`src/scm_pkg.sv`:
```
// shared types, codes and constants for the sound card mailbox and mixer
`default_nettype none
package scm_pkg;

  localparam int PAGE_COUNT_DEF = 16;

  // operation codes
  localparam logic [2:0] OP_HOST_RD  = 3'd0;
  localparam logic [2:0] OP_HOST_WR  = 3'd1;
  localparam logic [2:0] OP_PORT_IN  = 3'd2;
  localparam logic [2:0] OP_PORT_OUT = 3'd3;
  localparam logic [2:0] OP_MEM_RD   = 3'd4;
  localparam logic [2:0] OP_MEM_WR   = 3'd5;

  // host port numbers (low address byte)
  localparam logic [7:0] HOST_DATA_PORT = 8'hB3;
  localparam logic [7:0] HOST_STAT_PORT = 8'hBB;

  // card port numbers (low nibble)
  localparam logic [3:0] PORT_PAGE     = 4'h0;
  localparam logic [3:0] PORT_COMMAND  = 4'h1;
  localparam logic [3:0] PORT_DATA     = 4'h2;
  localparam logic [3:0] PORT_OUTPUT   = 4'h3;
  localparam logic [3:0] PORT_STATUS   = 4'h4;
  localparam logic [3:0] PORT_CLR_CMD  = 4'h5;
  localparam logic [3:0] PORT_VOL0     = 4'h6;
  localparam logic [3:0] PORT_VOL1     = 4'h7;
  localparam logic [3:0] PORT_VOL2     = 4'h8;
  localparam logic [3:0] PORT_VOL3     = 4'h9;
  localparam logic [3:0] PORT_STAT_PG  = 4'hA;
  localparam logic [3:0] PORT_STAT_VOL = 4'hB;

  localparam logic [7:0] STATUS_RESET = 8'h7E;
  localparam logic [7:0] FLOAT_BYTE   = 8'hFF;
  localparam logic [2:0] SAMPLE_WINDOW = 3'b011;  // addr[15:13] of 0x6000..0x7fff

  // memory banks (addr[15:14])
  localparam logic [1:0] BANK_ROM   = 2'd0;
  localparam logic [1:0] BANK_FIXED = 2'd1;
  localparam logic [1:0] BANK_LOW   = 2'd2;
  localparam logic [1:0] BANK_HIGH  = 2'd3;

  typedef struct packed {
    logic [2:0]  op;
    logic [15:0] addr;
    logic [7:0]  wdata;
  } req_t;

  typedef struct packed {
    logic [7:0]  rdata;
    logic        hit;
    logic [18:0] mem_addr;
    logic        mem_write_ok;
    logic [16:0] left_level;
    logic [16:0] right_level;
  } rsp_t;

  typedef struct packed {
    logic [7:0] rdata;
    logic       hit;
  } reply_t;

  typedef struct packed {
    logic [3:0][5:0] vol;
    logic [3:0][7:0] smp;
  } mix_t;

endpackage
`default_nettype wire

```
`src/scm_ctrl.sv`:
```
// mailbox registers, card port decoder, volumes and sample latches
`default_nettype none
module scm_ctrl #(
  parameter int PAGE_COUNT = scm_pkg::PAGE_COUNT_DEF
) (
  input  wire                              clk,
  input  wire                              rst,
  input  wire                              step,
  input  scm_pkg::req_t                    item,
  output scm_pkg::reply_t                  reply,
  output scm_pkg::mix_t                    mix_next,
  output logic [$clog2(PAGE_COUNT)-1:0]    page
);
  import scm_pkg::*;

  localparam int PW = $clog2(PAGE_COUNT);

  logic [7:0]      command_reg, command_reg_next;
  logic [7:0]      status_reg, status_reg_next;
  logic [7:0]      data_reg, data_reg_next;
  logic [7:0]      output_reg, output_reg_next;
  logic [3:0][5:0] volume, volume_next;
  logic [3:0][7:0] sample, sample_next;
  logic [PW-1:0]   page_next;
  logic [7:0]      lo;
  logic [3:0]      nib;
  logic [3:0]      vol_off;
  logic [7:0]      stat_from_page, stat_from_vol;

  assign lo      = item.addr[7:0];
  assign nib     = item.addr[3:0];
  assign vol_off = nib - PORT_VOL0;

  assign stat_from_page = STATUS_RESET | {~page[0], 6'b0, status_reg[0]};
  assign stat_from_vol  = STATUS_RESET | {status_reg[7], 6'b0, volume[3][5]};

  always_comb begin
    command_reg_next = command_reg;
    status_reg_next  = status_reg;
    data_reg_next    = data_reg;
    output_reg_next  = output_reg;
    volume_next      = volume;
    sample_next      = sample;
    page_next        = page;
    reply            = '0;
    unique case (item.op)
      OP_HOST_RD: begin
        if (lo == HOST_DATA_PORT) begin
          reply.rdata     = output_reg;
          reply.hit       = 1'b1;
          status_reg_next = status_reg & 8'h7F;
        end else if (lo == HOST_STAT_PORT) begin
          reply.rdata = status_reg;
          reply.hit   = 1'b1;
        end else begin
          reply.rdata = FLOAT_BYTE;
        end
      end
      OP_HOST_WR: begin
        if (lo == HOST_DATA_PORT) begin
          data_reg_next   = item.wdata;
          status_reg_next = status_reg | 8'h80;
          reply.hit       = 1'b1;
        end else if (lo == HOST_STAT_PORT) begin
          command_reg_next = item.wdata;
          status_reg_next  = status_reg | 8'h01;
          reply.hit        = 1'b1;
        end
      end
      OP_PORT_IN: begin
        reply.hit   = 1'b1;
        reply.rdata = FLOAT_BYTE;
        unique case (nib)
          PORT_COMMAND:  reply.rdata = command_reg;
          PORT_DATA: begin
            reply.rdata     = data_reg;
            status_reg_next = status_reg & 8'h7F;
          end
          PORT_STATUS:   reply.rdata = status_reg;
          PORT_CLR_CMD:  status_reg_next = status_reg & 8'hFE;
          PORT_STAT_PG:  status_reg_next = stat_from_page;
          PORT_STAT_VOL: status_reg_next = stat_from_vol;
          default: ;
        endcase
      end
      OP_PORT_OUT: begin
        reply.hit = 1'b1;
        unique case (nib)
          PORT_PAGE: page_next = item.wdata[PW-1:0];
          PORT_OUTPUT: begin
            output_reg_next = item.wdata;
            status_reg_next = status_reg | 8'h80;
          end
          PORT_CLR_CMD:  status_reg_next = status_reg & 8'hFE;
          PORT_VOL0, PORT_VOL1, PORT_VOL2, PORT_VOL3:
            volume_next[vol_off[1:0]] = item.wdata[5:0];
          PORT_STAT_PG:  status_reg_next = stat_from_page;
          PORT_STAT_VOL: status_reg_next = stat_from_vol;
          default: ;
        endcase
      end
      OP_MEM_RD: begin
        reply.hit   = 1'b1;
        reply.rdata = item.wdata;
        // fetches in the sample window latch a channel sample
        if (item.addr[15:13] == SAMPLE_WINDOW) begin
          sample_next[item.addr[9:8]] = item.wdata;
        end
      end
      OP_MEM_WR: reply.hit = 1'b1;
      default: ;
    endcase
  end

  assign mix_next.vol = volume_next;
  assign mix_next.smp = sample_next;

  always_ff @(posedge clk) begin
    if (rst) begin
      command_reg <= '0;
      status_reg  <= STATUS_RESET;
      data_reg    <= '0;
      output_reg  <= '0;
      volume      <= '0;
      sample      <= '0;
      page        <= '0;
    end else if (step) begin
      command_reg <= command_reg_next;
      status_reg  <= status_reg_next;
      data_reg    <= data_reg_next;
      output_reg  <= output_reg_next;
      volume      <= volume_next;
      sample      <= sample_next;
      page        <= page_next;
    end
  end

endmodule
`default_nettype wire

```
`src/scm_map.sv`:
```
// page map: physical card memory address and write permission
`default_nettype none
module scm_map #(
  parameter int PAGE_COUNT = scm_pkg::PAGE_COUNT_DEF
) (
  input  wire  [2:0]                    op,
  input  wire  [15:0]                   addr,
  input  wire  [$clog2(PAGE_COUNT)-1:0] page,
  output logic [18:0]                   mem_addr,
  output logic                          mem_write_ok
);
  import scm_pkg::*;

  localparam int PW = $clog2(PAGE_COUNT);

  logic [PW+3:0] page_ext;
  logic [18:0]   phys;
  logic          writable;
  logic          is_mem;

  // only the low four page bits survive the 19-bit wrap
  assign page_ext = {4'b0, page};
  assign is_mem   = (op == OP_MEM_RD) || (op == OP_MEM_WR);

  always_comb begin
    unique case (addr[15:14])
      BANK_ROM: begin
        phys     = {5'b0, addr[13:0]};
        writable = 1'b0;
      end
      BANK_FIXED: begin
        phys     = {4'b0001, 1'b1, addr[13:0]};
        writable = 1'b1;
      end
      BANK_LOW: begin
        phys     = {page_ext[3:0], 1'b0, addr[13:0]};
        writable = (page != '0);
      end
      BANK_HIGH: begin
        phys     = {page_ext[3:0], 1'b1, addr[13:0]};
        writable = (page != '0);
      end
      default: begin
        phys     = '0;
        writable = 1'b0;
      end
    endcase
  end

  assign mem_addr     = is_mem ? phys : '0;
  assign mem_write_ok = (op == OP_MEM_WR) && writable;

endmodule
`default_nettype wire

```
`src/scm_mix.sv`:
```
// four-channel mixer: volume times sample, cross-fed left and right levels
`default_nettype none
module scm_mix (
  input  scm_pkg::mix_t mix,
  output logic [16:0]   left_level,
  output logic [16:0]   right_level
);
  import scm_pkg::*;

  logic [13:0] prod [4];
  logic [14:0] sum_l, sum_r;

  always_comb begin
    for (int i = 0; i < 4; i++) begin
      prod[i] = 14'(mix.vol[i]) * 14'(mix.smp[i]);
    end
  end

  assign sum_l = 15'(prod[0]) + 15'(prod[1]);
  assign sum_r = 15'(prod[2]) + 15'(prod[3]);

  assign left_level  = {1'b0, sum_l, 1'b0} + 17'(sum_r[14:4]);
  assign right_level = {1'b0, sum_r, 1'b0} + 17'(sum_l[14:4]);

endmodule
`default_nettype wire

```
`src/sound_card_mailbox_and_mixer_core.sv`:
```
// path: an accepted transaction passes the input register, then the response register;
//   while a response is stalled, it and the transaction behind it wait
// throughput: one transaction per cycle while the output is not stalled, set by the single
//   pass from the input register through decode, page map and mixer into the response register
// reset: rst clears both valid flags and loads mailbox, volume, sample and
//   page registers with their reset values; status reads 0x7e afterwards
`default_nettype none
module sound_card_mailbox_and_mixer_core #(
  parameter int PAGE_COUNT = scm_pkg::PAGE_COUNT_DEF
) (
  input  wire           clk,
  input  wire           rst,
  input  wire           req_valid,
  output logic          req_stall,
  input  scm_pkg::req_t req,
  output logic          rsp_valid,
  input  wire           rsp_stall,
  output scm_pkg::rsp_t rsp
);
  import scm_pkg::*;

  localparam int PW = $clog2(PAGE_COUNT);

  logic          s1_valid;
  req_t          s1_item;
  logic          out_free;
  logic          step;
  logic          accept;
  reply_t        reply;
  mix_t          mix_next;
  logic [PW-1:0] page;
  logic [18:0]   mem_addr;
  logic          mem_write_ok;
  logic [16:0]   left_level, right_level;
  rsp_t          rsp_next;

  assign out_free  = !rsp_valid || !rsp_stall;
  assign step      = s1_valid && out_free;
  assign req_stall = s1_valid && !out_free;
  assign accept    = req_valid && !req_stall;

  scm_ctrl #(.PAGE_COUNT(PAGE_COUNT)) u_ctrl (
    .clk      (clk),
    .rst      (rst),
    .step     (step),
    .item     (s1_item),
    .reply    (reply),
    .mix_next (mix_next),
    .page     (page)
  );

  scm_map #(.PAGE_COUNT(PAGE_COUNT)) u_map (
    .op           (s1_item.op),
    .addr         (s1_item.addr),
    .page         (page),
    .mem_addr     (mem_addr),
    .mem_write_ok (mem_write_ok)
  );

  // levels reflect the state after this transaction's update
  scm_mix u_mix (
    .mix         (mix_next),
    .left_level  (left_level),
    .right_level (right_level)
  );

  always_comb begin
    rsp_next.rdata        = reply.rdata;
    rsp_next.hit          = reply.hit;
    rsp_next.mem_addr     = mem_addr;
    rsp_next.mem_write_ok = mem_write_ok;
    rsp_next.left_level   = left_level;
    rsp_next.right_level  = right_level;
  end

  always_ff @(posedge clk) begin
    if (rst) begin
      s1_valid  <= 1'b0;
      rsp_valid <= 1'b0;
    end else begin
      if (accept) begin
        s1_valid <= 1'b1;
      end else if (step) begin
        s1_valid <= 1'b0;
      end
      if (step) begin
        rsp_valid <= 1'b1;
      end else if (!rsp_stall) begin
        rsp_valid <= 1'b0;
      end
    end
  end

  always_ff @(posedge clk) begin
    if (accept) begin
      s1_item <= req;
    end
    if (step) begin
      rsp <= rsp_next;
    end
  end

endmodule
`default_nettype wire

```
`config.mk`:
```
export PLATFORM = sky130hd
export DESIGN_NAME = sound_card_mailbox_and_mixer_core
export DESIGN_NICKNAME = d
export VERILOG_FILES = /design/src/scm_pkg.sv /design/src/scm_ctrl.sv /design/src/scm_map.sv /design/src/scm_mix.sv /design/src/sound_card_mailbox_and_mixer_core.sv
export SDC_FILE = /design/constraint.sdc
export NUM_CORES = 1
export LEC_CHECK = 0
export ABC_AREA = 1
export ABC_CLOCK_PERIOD_IN_PS = 10400
export BUFFER_PORTS_ARGS = -buffer_cell sky130_fd_sc_hd__buf_4
export CAP_MARGIN = 20
export CORE_ASPECT_RATIO = 1.2
export CORE_MARGIN = 1.5
export CORE_UTILIZATION = 30
export DETAILED_ROUTE_END_ITERATION = 8
export GPL_TIMING_DRIVEN = 1
export MAX_ROUTING_LAYER = met4
export PLACE_DENSITY = 0.5
export SYNTH_ARGS = -nofsm -noshare
export SYNTH_HDL_FRONTEND = slang
export SYNTH_SLANG_ARGS = --single-unit
export TNS_END_PERCENT = 10
```
`constraint.sdc`:
```
create_clock -name clk -period 10.4 [get_ports clk]
set_input_delay 1.04 -clock clk [delete_from_list [all_inputs] [get_ports clk]]
set_output_delay 1.04 -clock clk [all_outputs]
set_load 0.02 [all_outputs]
```
### Word-level counts from Yosys, hierarchy flattened

Cells that the tools add are included.

* register bits after elaboration: 184
* output and inout port bits: 65

* eq/ne operators: 41
* $mul: 4
* bitwise operators: 4
* mux-type cells: 29
* reduce and logical (&&, ||, !) cells: 30
* add/subtract/negate cells: 5
* order comparisons: 4

Operator list (count)
* $pmux W8 S4: 3
* $pmux W19 S4: 1
* $mux W32: 2
* $mul A6 B8 Y14: 4
* $mux W24: 2
* $pmux W8 S3: 2
* $add A16 B11 Y17: 2
* $bwmux W32: 1
* $mux W8: 4
* $add A14 B14 Y15: 2
* $bwmux W24: 1
* $reduce_and A10 Y1: 2
* $ne A2 B2 Y1 const B: 9
* $ne A3 B3 Y1 const B: 6
* $demux W8 S2: 1
* $eq A4 B3 Y1 const B: 4
* $eq A4 B4 Y1 const B: 4
* $eq A8 B8 Y1 const B: 2
* $demux W6 S2: 1
* $reduce_and A11 Y1: 1
* $eq A3 B2 Y1 const B: 3
* $mux W9: 1
* $reduce_and A3 Y1: 3
* $eq A4 B2 Y1 const B: 2
* other kinds (25): 54

### Longest topological paths before layout

Gate-level depths: netlist (run 1).

* depth in word-level cells: 11
* depth in mapped cells: 42
* depth with buffers taken out: 41

### Modules after synthesis

Synthesis (run 1) repeated with hierarchy kept, for this count alone.

* cells, all modules: 1969
* area, all modules: 15522.4 µm²

By module, submodules not included
* scm_mix: times used 1, area each 7731.2 µm², seq. area each 0.0 µm², cells each 1085
* scm_ctrl: times used 1, area each 4770.8 µm², seq. area each 1741.7 µm², cells each 733
* sound_card_mailbox_and_mixer_core: times used 1, area each 2793.9 µm², seq. area each 2742.6 µm², cells each 102
* scm_map: times used 1, area each 226.5 µm², seq. area each 0.0 µm², cells each 49

### Worst setup path after synthesis (run 1)

No wires, ideal clock.

* path type: register to register
* start point: reg s1_item[26] in the netlist's numbering
* end point: reg rsp[15] in the netlist's numbering (data pin)
* slack: 3.501 ns
* setup time: 0.253 ns
* buffers on the path: 1
* clock period less this slack: 6.899 ns
* stages on the path, launching flop included: 36
* data arrival time: 6.646 ns
* required time: 10.147 ns
* path through: edfxtp_1 -> nor2_4 -> inv_2 -> nor2_4 -> inv_2 -> a211oi_4 -> nand2_1 -> buf_2 -> nand2_1 -> o21ai_2 -> inv_2 -> nand2_1 -> fa_1 -> inv_1 -> fa_1 -> fa_1 -> fa_1 -> inv_1 -> fa_1 -> inv_1 -> ha_1 -> a21oi_1 -> nand2_1 -> a21oi_2 -> xor2_1 -> inv_1 -> ha_1 -> nand2_1 -> o211ai_1 -> nand2_1 -> o211ai_1 -> a21oi_1 -> o21bai_1 -> nand2_1 -> nand2_1 -> nand2_1

* longest elaborated chain between the ends: 5
* elaborated cells on any way between the ends: 11
* classes of those cells: add/sub: 3; mul: 4; eq/ne: 2; mux: 2

Ends and longest elaborated chain
* from (decl): RTL line sound_card_mailbox_and_mixer_core.sv:25 `req_t s1_item;`
* from (signal assigned): RTL line sound_card_mailbox_and_mixer_core.sv:96 `s1_item <= req;`
* $eq A3 B2 Y1 or $eq A3 B3 Y1 (tied branches): RTL line scm_ctrl.sv:46 `unique case (item.op)`
* $mux W24 or $mux W32 (tied branches): RTL line scm_ctrl.sv:46
* $mul A6 B8 Y14: RTL line scm_mix.sv:15 `prod[i] = 14'(mix.vol[i]) * 14'(mix.smp[i]);`
* $add A14 B14 Y15 (on tied branches): RTL line scm_mix.sv:20, scm_mix.sv:19
* $add A16 B11 Y17 *: RTL line scm_mix.sv:23 `assign right_level = {1'b0, sum_r, 1'b0} + 17'(sum_l[14:4]);`
* net right_level[15]: RTL line sound_card_mailbox_and_mixer_core.sv:34 `logic [16:0] left_level, right_level;`
* to (signal assigned): RTL line sound_card_mailbox_and_mixer_core.sv:99 `rsp <= rsp_next;`
* to (decl): RTL line sound_card_mailbox_and_mixer_core.sv:18 `output scm_pkg::rsp_t rsp`

Mark *: on every way through the listed nets, which the timed path passes. The rest lies on a longest branch.
A chain may end at the register's enable or synchronous reset.

### Worst setup path after layout (run 1)

* start point: reg s1_item[11] in the netlist's numbering
* end point: reg rsp[15] in the netlist's numbering (data pin)

* longest elaborated chain between the ends: 7
* elaborated cells on any way between the ends: 14
* classes of those cells: add/sub: 3; mul: 4; eq/ne: 4; mux: 2; reduce/logical: 1

Ends and longest elaborated chain
* $eq A4 B3 Y1 or $eq A4 B4 Y1 (tied branches): RTL line scm_ctrl.sv:88 `unique case (nib)`
* $reduce_or A4 Y1 *: RTL line scm_ctrl.sv:88
* $mux W24 *: RTL line scm_ctrl.sv:88
* $mux W24 *: RTL line scm_ctrl.sv:46
* $mul A6 B8 Y14: RTL line scm_mix.sv:15
* $add A14 B14 Y15 (on tied branches): RTL line scm_mix.sv:20, scm_mix.sv:19
* $add A16 B11 Y17 *: RTL line scm_mix.sv:23
* net right_level[15]: RTL line sound_card_mailbox_and_mixer_core.sv:34

Marks and branches as above.

==> results of run 1 <==
-- how the worst max path moves through the flow --
stage	endpoint	cells past startpoint	slack, ps	from
3_3_place_gp	rsp[15]	33	2200	s1_item[26]
4_1_cts	rsp[15]	31	2150	s1_item[11]
6_report	rsp[15]	31	2230	s1_item[11]
2_1_floorplan	rsp[15]	35	3500	s1_item[26]
5_1_grt	rsp[13]	33	1540	s1_item[25]
3_5_place_dp	rsp[15]	31	2180	s1_item[11]
-- per-stage QoR --
stage / cell area (sq um) / power, mW / cells / worst slack [ps]
3_5_place_dp: 16400 / 1.33 / 2541 / 2180
2_1_floorplan: 15000 / 1.16 / 1844 / 3500
3_3_place_gp: 16400 / 1.32 / 2541 / 2200
5_1_grt: 16900 / 2.06 / 2573 / 1540
4_1_cts: 16900 / 1.97 / 2573 / 2150
6_report: 16900 / 1.94 / 2573 / 2230
-- worst max-delay path: cells and delay by family (launching register included) --
| family | cells | cell delay [ps] |
|---|---|---|
| AND/OR/NAND/NOR | 10 | 1530 |
| flip-flops | 1 | 480 |
| XOR/XNOR | 1 | 210 |
| adder cells (fa/ha/maj) | 7 | 3200 |
| buffers and inverters | 5 | 350 |
| AO/OA/AOI/OAI | 8 | 2150 |
-- final cells by class --
class,instances,share of cell area
Multi-Input combinational cell,1170,0.509
Timing Repair Buffer,101,0.0448
Tap cell,637,0.0471
Clock buffer,18,0.0254
Clock inverter,14,0.00828
Inverter,454,0.101
Sequential cell,179,0.265
-- kinds of logic after synthesis --
group,count (synthesis)
xor+xnor,37
buf+inv,495
fa+ha+maj,242
flops,179
simple gates,576
compound gates,315
-- cells in the final DEF (no fill, tap or decap), types with 8 or more instances in the layout --
| cell | count |
|---|---|
| a21oi_1 | 116 |
| clkbuf_16 | 17 |
| inv_1 | 430 |
| nand3_1 | 65 |
| o211ai_1 | 12 |
| inv_2 | 23 |
| buf_4 | 101 |
| nand2_1 | 298 |
| xnor2_1 | 12 |
| fa_1 | 140 |
| xor2_1 | 24 |
| dfxtp_1 | 89 |
| ha_1 | 102 |
| o21ai_4 | 8 |
| nand4_1 | 15 |
| o21ai_0 | 110 |
| o21ai_1 | 26 |
| o21ai_2 | 16 |
| nor2_1 | 176 |
| edfxtp_1 | 90 |
-- report_power, final --
part           leakage, nW  internal (mW)  switching, mW
Combinational         6.74          0.163          0.322
Sequential            1.61          0.795         0.0215
Clock                0.277          0.337          0.300
Total                 8.62           1.29          0.644
-- metal layers --
metal  track usage  vias up  wire length, um
li1              -     5887                -
met1         0.206     5843            18100
met2         0.303      179            20900
met3        0.0173       38              939
met4        0.0503        0              769
met5             -        -                0
==> out/metrics.cfg, run 1 <==
[sta]
finalSetupTns_ps = 0
period_needed_ps = 8170
period_share = 0.785
setup_viol = 0
hold_viol = 0
tightestPinTransition_ps = 971
skew_ps = 14.4
rsz0062_at_grt = false
slew_headroom = 0.352
timing.fmax_mhz = 122
fin_hold_ws_ps = 481
slew_viol_final = 0

[placed_design]
gp_congestion = 0.893
portBuffers = 95
dp_hpwl_um = 33200

[synthesis]
synthCells = 1844
synth_ff_type = edfxtp_1
synthTopCellsByArea = fa_1 19%, edfxtp_1 18%, dfxtp_1 12%
synthesis.area_sq_um = 15000
synthSimpleGateAreaFrac = 0.157
yosysUniqueCellTypes = 45
synth-compound-area-share = 0.123
synth_nets = 2117
synth_top_family_by_area = adder cells
yosysMostFrequentCell = inv_1
async_flop_share = 0
syn_avg_cell_area_sq_um = 8.13
yosysTopAreaCell = fa_1
synth_xor_area_frac = 0.0221
synth_edf_count = 90
synthAdderAreaFrac = 0.272
synthTopCellsByCount = 431 x inv_1, 298 x nand2_1, 176 x nor2_1, 140 x fa_1, 116 x a21oi_1
ys_seq_area_frac = 0.299
muxShareOfSynthArea = 0
synth.top_cell.area_share = 0.187
yosysWarnings = 0
synth_seq_cells = 179

[detailed_routing]
vias = 11900
ant_nets = 0
first_pass_iters = 6
finalWirelength_um = 40800
drtIter0Drc = 647
drc_errors = 0
wl_per_cell_um = 15.8
via_per_inst = 4.64

[worst_setup_path]
critPathSlowestCell = fa_1
ff2ff_setup_slack_ps = 2230
required_ps = 10610
worstSetupPathType = reg2reg
r2r_cells = 31
crit_path_start_kind = register
max_stage_delay_ps = 550
r2r_end = rsp[15]
cpMostUsedCell = nand2_1
path_max_fanout = 12
endpoint_kind = register
rr_startpoint = s1_item[11]
arrival_ps = 8380

[cts]
cts_buffers = 17
cts_sinks = 179
clock_latency_ps = 460
cts_max_path_buffers = 2
cts_root_buffer = clkbuf_16
cts_resized = 0
htree_levels = 4
post_cts_buffers = 0
path_clk_slew_ps = 70
cts_tree = done
hold_buffers = 0

[cells_and_area]
regMostFlops = rsp
drive_gt1_frac = 0.0997
nFillCells = 5264
post-route-util = 0.344
antennaDiodeCount = 0
layout.area.seq_sq_um = 4480
syn_to_final_growth_pct = 13.0
final_nets = 2196
reg.largest.list = rsp (63), u_ctrl.sample (32), s1_item (27)
largest_register_ffs = 63
multi_input_area_sq_um = 8610

[die]
dieHeight_um = 248
initial_core_util = 0.304
rows = 89
core_sq_um = 49200
die_x_um = 207
pin_count = 96
die_area_sq_um = 51300

[global_routing]
grtUsageTotal = 0.171
overflow = 0
antenna_found_initial = 0
grt_pass1_vias = 12400
grt_pass1_wl_um = 66700
grt_max_degree = 102

[pwr]
p_per_area_nw_per_um2 = 115
p_leak_nw = 8.62
irDropWorstVdd_uv = 87.9

[outcome]
outcome = complete, no violations

[worst_hold_path]
hp-class = reg2reg
hold_depth = 2
min_to = u_ctrl.output_reg[5]
min_from = u_ctrl.output_reg[5]

[run]
cap_violations = 0

No activity file was read; power rests on OpenSTA's default activity.
==> run 2, diff against run 1 <==
- ABC_CLOCK_PERIOD_IN_PS: 10400 -> 6900
- PLACE_DENSITY: 0.5 -> 0.52
- clock period: 10.4 -> 6.9 ns (I/O delays scaled with it)
==> run 2 against run 1 <==
  * The flow now finishes with violations (negative setup slack)
  * Combinational power is 120% higher
  * Register-to-register slack lost 2400 ps
  * Fmax is 15% higher
  * Highest routed layer unchanged
  * Utilization grew 5.6 points
  * Non-clock buffer count rose by 281
  * Sequential share of layout area down 3.7 points
  * Via count grew 7.8%
  * Clock power increased by 59%
  * Cell count grew 11%
  * Largest cell class unchanged
  * Worst hold slack lost 91 ps
  * Die area unchanged
  * Sequential cell count stayed put
==> out/metrics.cfg, run 2 (synthesis results as in run 1) <==
[worst_hold_path]
min_from = req[23]
hold_depth = 1  ; -1
min_to = s1_item[23]
hp-class = in2reg

[worst_setup_path]
arrival_ps = 7290  ; -1090 ps
required_ps = 7110  ; -3500 ps
rr_startpoint = s1_item[25]
max_stage_delay_ps = 580  ; +30 ps
r2r_end = rsp[13]
critPathSlowestCell = fa_2
r2r_cells = 37  ; +19%
worstSetupPathType = reg2reg
ff2ff_setup_slack_ps = -180  ; -2420 ps
cpMostUsedCell = nand2_1
crit_path_start_kind = register
endpoint_kind = register
path_max_fanout = 6  ; -6

[detailed_routing]
finalWirelength_um = 42700  ; +4.8%
wl_per_cell_um = 15.0  ; -5.5%
vias = 12900  ; +7.8%
drc_errors = 0  ; unchanged
ant_nets = 0  ; unchanged
drtIter0Drc = 637  ; -1.5%
via_per_inst = 4.51  ; -2.8%
first_pass_iters = 5  ; -1

[sta]
setup_viol = 9  ; +9
finalWorstSetupSlack_ps = -184  ; -2420 ps
rsz0062_at_grt = true
finalSetupTns_ps = -716  ; -716 ps
tightestPinTransition_ps = 981  ; +9.75 ps
period_needed_ps = 7080  ; -1080 ps
period_share = 1.03  ; +0.241
slew_viol_final = 0  ; unchanged
timing.fmax_mhz = 141  ; +15%
skew_ps = 25.4  ; +11.0 ps
slew_headroom = 0.344  ; -0.00805
hold_viol = 0  ; unchanged

[cts]
htree_levels = 4  ; unchanged
hold_buffers = 0  ; unchanged
cts_max_path_buffers = 2  ; unchanged
path_clk_slew_ps = 80  ; about the same
cts_root_buffer = clkbuf_16
cts_sinks = 179  ; unchanged
clock_latency_ps = 470  ; about the same
cts_buffers = 17  ; unchanged
cts_tree = done

[pwr]
intPower_mw = 2.23  ; +72%
p_total_mw = 3.29  ; +70%
clkPwrFrac = 0.308  ; -0.021
seqPwrFrac = 0.373  ; -0.048
irDropWorstVdd_uv = 177  ; +100%
p_leak_nw = 10.0  ; +16%
p_per_area_nw_per_um2 = 167  ; +46%
switching_power_mw = 1.07  ; +65%
swShare = 0.324  ; -0.00868
p_comb_frac = 0.320  ; +0.070

[die]
rows = 89  ; unchanged
die_area_sq_um = 51300  ; unchanged
dieHeight_um = 248  ; unchanged
initial_core_util = 0.304  ; unchanged
pin_count = 96  ; unchanged
die_x_um = 207  ; unchanged
core_sq_um = 49200  ; unchanged

[run]
cap_violations = 0  ; unchanged

[cells_and_area]
largest_register_ffs = 63  ; unchanged
final_nets = 2477  ; +13%
regMostFlops = rsp
nFillCells = 4996  ; -5.1%
post-route-util = 0.400  ; +0.0564
antennaDiodeCount = 0  ; unchanged
drive_gt1_frac = 0.254  ; +0.154
reg.largest.list = rsp (63), u_ctrl.sample (32), s1_item (27)
syn_to_final_growth_pct = 31.5
layout_commonest_cell = inv_1
final_cell_mix = 420 x inv_1, 369 x buf_4, 279 x nand2_1

[global_routing]
antenna_found_initial = 0  ; unchanged
grt_max_degree = 100  ; -2.0%
grt_pass1_vias = 13400  ; +8.4%
overflow = 0  ; unchanged
grtUsageTotal = 0.179  ; +0.00743
grt_pass1_wl_um = 69400  ; +4.0%

[placed_design]
dp_hpwl_um = 35000  ; +5.6%
portBuffers = 95  ; unchanged
gp_congestion = 0.916  ; +2.6%

[outcome]
violations = negative setup slack
outcome = finished, violations left

run 2: routing by layer:
metal	routed length, um	global-route usage	up-vias
met2	22300	0.321	164
li1	-	-	6463
met1	18200	0.205	6196
met4	1160	0.0629	0
met5	0	-	-
met3	1040	0.0215	60
run 2: repair_timing:
action | in CTS | in global routing
buffers inserted | 12 | 5
cloned | 1 | 0
resized for setup | 47 | 64
endpoints found under the setup margin | 19 | 25
pin swaps | 21 | 19
run 2: power groups by stage:
stage	Clock [mW]	Sequential, mW	Combinational (mW)
2_1_floorplan	0	1.28	0.463
3_3_place_gp	0	1.25	0.952
3_5_place_dp	0	1.25	0.956
4_1_cts	1.04	1.23	1.01
5_1_grt	1.08	1.23	1.17
6_report	1.01	1.23	1.05
run 2: area by class of cell:
type	count	area [sq um]	area share
tap	637	797	0.0405
multi-input combinational	1170	9120	0.463
clock buffer	19	433	0.0220
inverter	454	1700	0.0865
timing repair buffer	382	3000	0.152
sequential	179	4480	0.228
clock inverter	13	161	0.00819
run 2: metrics by stage:
step           cell area [sq um]  worst slack [ps]  cells  hold slack [ps]
3_3_place_gp               18400              -260   2803              453
4_1_cts                    19400              -227   2849              366
6_report                   19700              -184   2854              390
2_1_floorplan              15000              1.14   1844              438
3_5_place_dp               18400              -353   2804              457
5_1_grt                    19700              -578   2854              375
run 2: how the worst max path moves through the flow:
stage | start | end | slack [ps] | cells past startpoint
2_1_floorplan | s1_item[26] | rsp[15] | 1 | 35
6_report | s1_item[25] | rsp[13] | -180 | 37
3_3_place_gp | s1_item[25] | rsp[15] | -260 | 38
5_1_grt | s1_item[25] | rsp[13] | -580 | 36
3_5_place_dp | s1_item[25] | rsp[13] | -350 | 38
4_1_cts | s1_item[25] | rsp[28] | -230 | 40
run 2: worst max-delay path, delay by kind of cell (launching register included):
family	cells	cell delay, ps
buf+inv	11	1170
compound gates	7	1190
simple gates	11	830
fa+ha+maj	7	3010
xor+xnor	1	140
flops	1	420
==> run 3, diff against run 2 <==
- ABC_CLOCK_PERIOD_IN_PS: 6900 -> 6800
- PLACE_DENSITY: 0.52 -> 0.5
- clock period: 6.9 -> 6.8 ns (I/O delays scaled with it)
==> run 3 against run 2 <==
  * The run still ends with negative setup slack left
  * Combinational power barely moved
  * Worst hold slack got worse by 6.1 ps
  * Critical path depth did not move
  * Largest cell class unchanged
==> out/metrics.cfg, run 3 (synthesis results as in run 1) <==
[outcome]
outcome = finished, violations left
violations = negative setup slack

[global_routing]
grtUsageTotal = 0.179  ; +0.000707
overflow = 0  ; unchanged
grt_pass1_wl_um = 69800  ; +0.66%
top_usage_layer = met2
grt_pass1_vias = 13500  ; +0.86%
grtUsageMet2 = 0.329  ; +0.00804
antenna_found_initial = 0  ; unchanged
grt_use_met3 = 0.0187  ; -0.00278
grt_util_met1 = 0.206  ; +0.000876
grt_max_degree = 102  ; +2.0%

[sta]
slew_viol_final = 0  ; unchanged
rsz0062_at_grt = true
hold_viol = 0  ; unchanged
setup_viol = 8  ; -1
fin_hold_ws_ps = 384  ; -6.12 ps
skew_ps = 19.5  ; -5.83 ps
timing.fmax_mhz = 146  ; +3.4%
period_needed_ps = 6850  ; -234 ps
slew_headroom = 0.342  ; -0.00272
tightestPinTransition_ps = 987  ; +6.41 ps
period_share = 1.01  ; -0.0193
finalWorstSetupSlack_ps = -49.9  ; +134 ps

[worst_setup_path]
cp-startpoint = s1_item[25]
endpoint_kind = register
required_ps = 7010  ; -100 ps
ff2ff_setup_slack_ps = -50  ; +130 ps
arrival_ps = 7060  ; -230 ps
rr_startpoint = s1_item[25]
crit_path_start_kind = register
worstSetupPathType = reg2reg
path_max_fanout = 12  ; +6
max_stage_delay_ps = 530  ; -50 ps
r2r_end = rsp[13]
critPathSlowestCell = fa_1
r2r_cells = 37  ; unchanged

[run]
cap_violations = 0  ; unchanged

[cts]
htree_levels = 4  ; unchanged
cts_root_buffer = clkbuf_16
clock_latency_ps = 470  ; about the same
cts_buffers = 17  ; unchanged
path_clk_slew_ps = 80  ; about the same
cts_tree = done
cts_max_path_buffers = 2  ; unchanged
cts_sinks = 179  ; unchanged

[worst_hold_path]
hp-class = in2reg
min_to = s1_item[10]
hold_depth = 1  ; unchanged
min_from = req[10]

[pwr]
p_total_mw = 3.29  ; -0.12%
irDropWorstVdd_uv = 150  ; -15%
p_per_area_nw_per_um2 = 167  ; -0.22%
p_leak_nw = 10.1  ; +0.86%

[die]
rows = 89  ; unchanged
die_x_um = 207  ; unchanged
die_area_sq_um = 51300  ; unchanged
initial_core_util = 0.304  ; unchanged
pin_count = 96  ; unchanged
core_sq_um = 49200  ; unchanged
dieHeight_um = 248  ; unchanged

[detailed_routing]
drtIter0Drc = 516  ; -19%
wl_per_cell_um = 15.0  ; about the same
first_pass_iters = 5  ; unchanged
via_per_inst = 4.52  ; +0.17%
finalWirelength_um = 43000  ; +0.64%
vias = 13000  ; +0.77%
drc_errors = 0  ; unchanged
ant_nets = 0  ; unchanged

[placed_design]
postPlaceCellArea_sq_um = 18500  ; +0.43%
pre_cts_ws_ps = -263  ; +90.2 ps
gp_congestion = 0.929  ; +1.4%
dp_hpwl_um = 35200  ; +0.58%
portBuffers = 95  ; unchanged

[cells_and_area]
final_cell_mix = 423 x inv_1, 390 x buf_4, 282 x nand2_1
drive_gt1_frac = 0.260  ; +0.00568
largest_register_ffs = 63  ; unchanged
reg.largest.list = rsp (63), u_ctrl.sample (32), s1_item (27)
antennaDiodeCount = 0  ; unchanged
syn_to_final_growth_pct = 31.6
multi_input_area_sq_um = 9120  ; about the same
regMostFlops = rsp
final_nets = 2494  ; +0.69%
layout.area.seq_sq_um = 4480  ; unchanged
fin_area_sq_um = 19700  ; +0.10%
nFillCells = 5041  ; +0.90%
layout_commonest_cell = inv_1

[run 3: where the power goes]
group	internal (mW)	leakage [nW]	switching, mW
sequential	1.22	1.61	0.0316
clock	0.512	0.272	0.450
combinational	0.494	8.25	0.584
total	2.22	10.1	1.07
[run 3: what timing repair did]
| item | CTS | global route |
|---|---|---|
| setup endpoints to repair | 19 | 24 |
| buffers inserted | 15 | 4 |
| gates resized for setup | 58 | 61 |
| pin swaps | 21 | 17 |
| hold buffers | 0 | 0 |
[run 3: metrics by stage]
step                instances  setup TNS, ps  utilization
finish                   2871           -210        0.401
global route             2871          -6260        0.401
CTS                      2867          -1790        0.396
detailed placement       2820          -3100        0.376
global placement         2820          -2620        0.376
floorplan                1844          -28.3            -
[run 3: worst max path at each step]
stage                   end  cells after the start
finish              rsp[13]                     37
CTS                 rsp[13]                     37
global placement    rsp[31]                     34
floorplan           rsp[15]                     35
detailed placement  rsp[31]                     36
global route        rsp[31]                     35
[run 3: final cells by class]
| type | count | area share |
|---|---|---|
| timing repair buffer | 399 | 0.155 |
| multi-input combinational | 1170 | 0.462 |
| clock inverter | 12 | 0.00603 |
| sequential | 179 | 0.227 |
| inverter | 454 | 0.0864 |
| clock buffer | 20 | 0.0221 |
| tap | 637 | 0.0404 |
[run 3: layer usage]
metal | share of wire | vias to the layer above
met5 | 0 | -
met1 | 0.42 | 6279
met4 | 0.019 | 0
met3 | 0.028 | 45
met2 | 0.53 | 173
li1 | - | 6485
[run 3: critical path: cells and delay by family, from the launching register on]
family / cells / cell delay, ps
xor+xnor: 1 / 150
simple gates: 10 / 850
fa+ha+maj: 7 / 3140
compound gates: 8 / 1140
flops: 1 / 380
buf+inv: 11 / 940
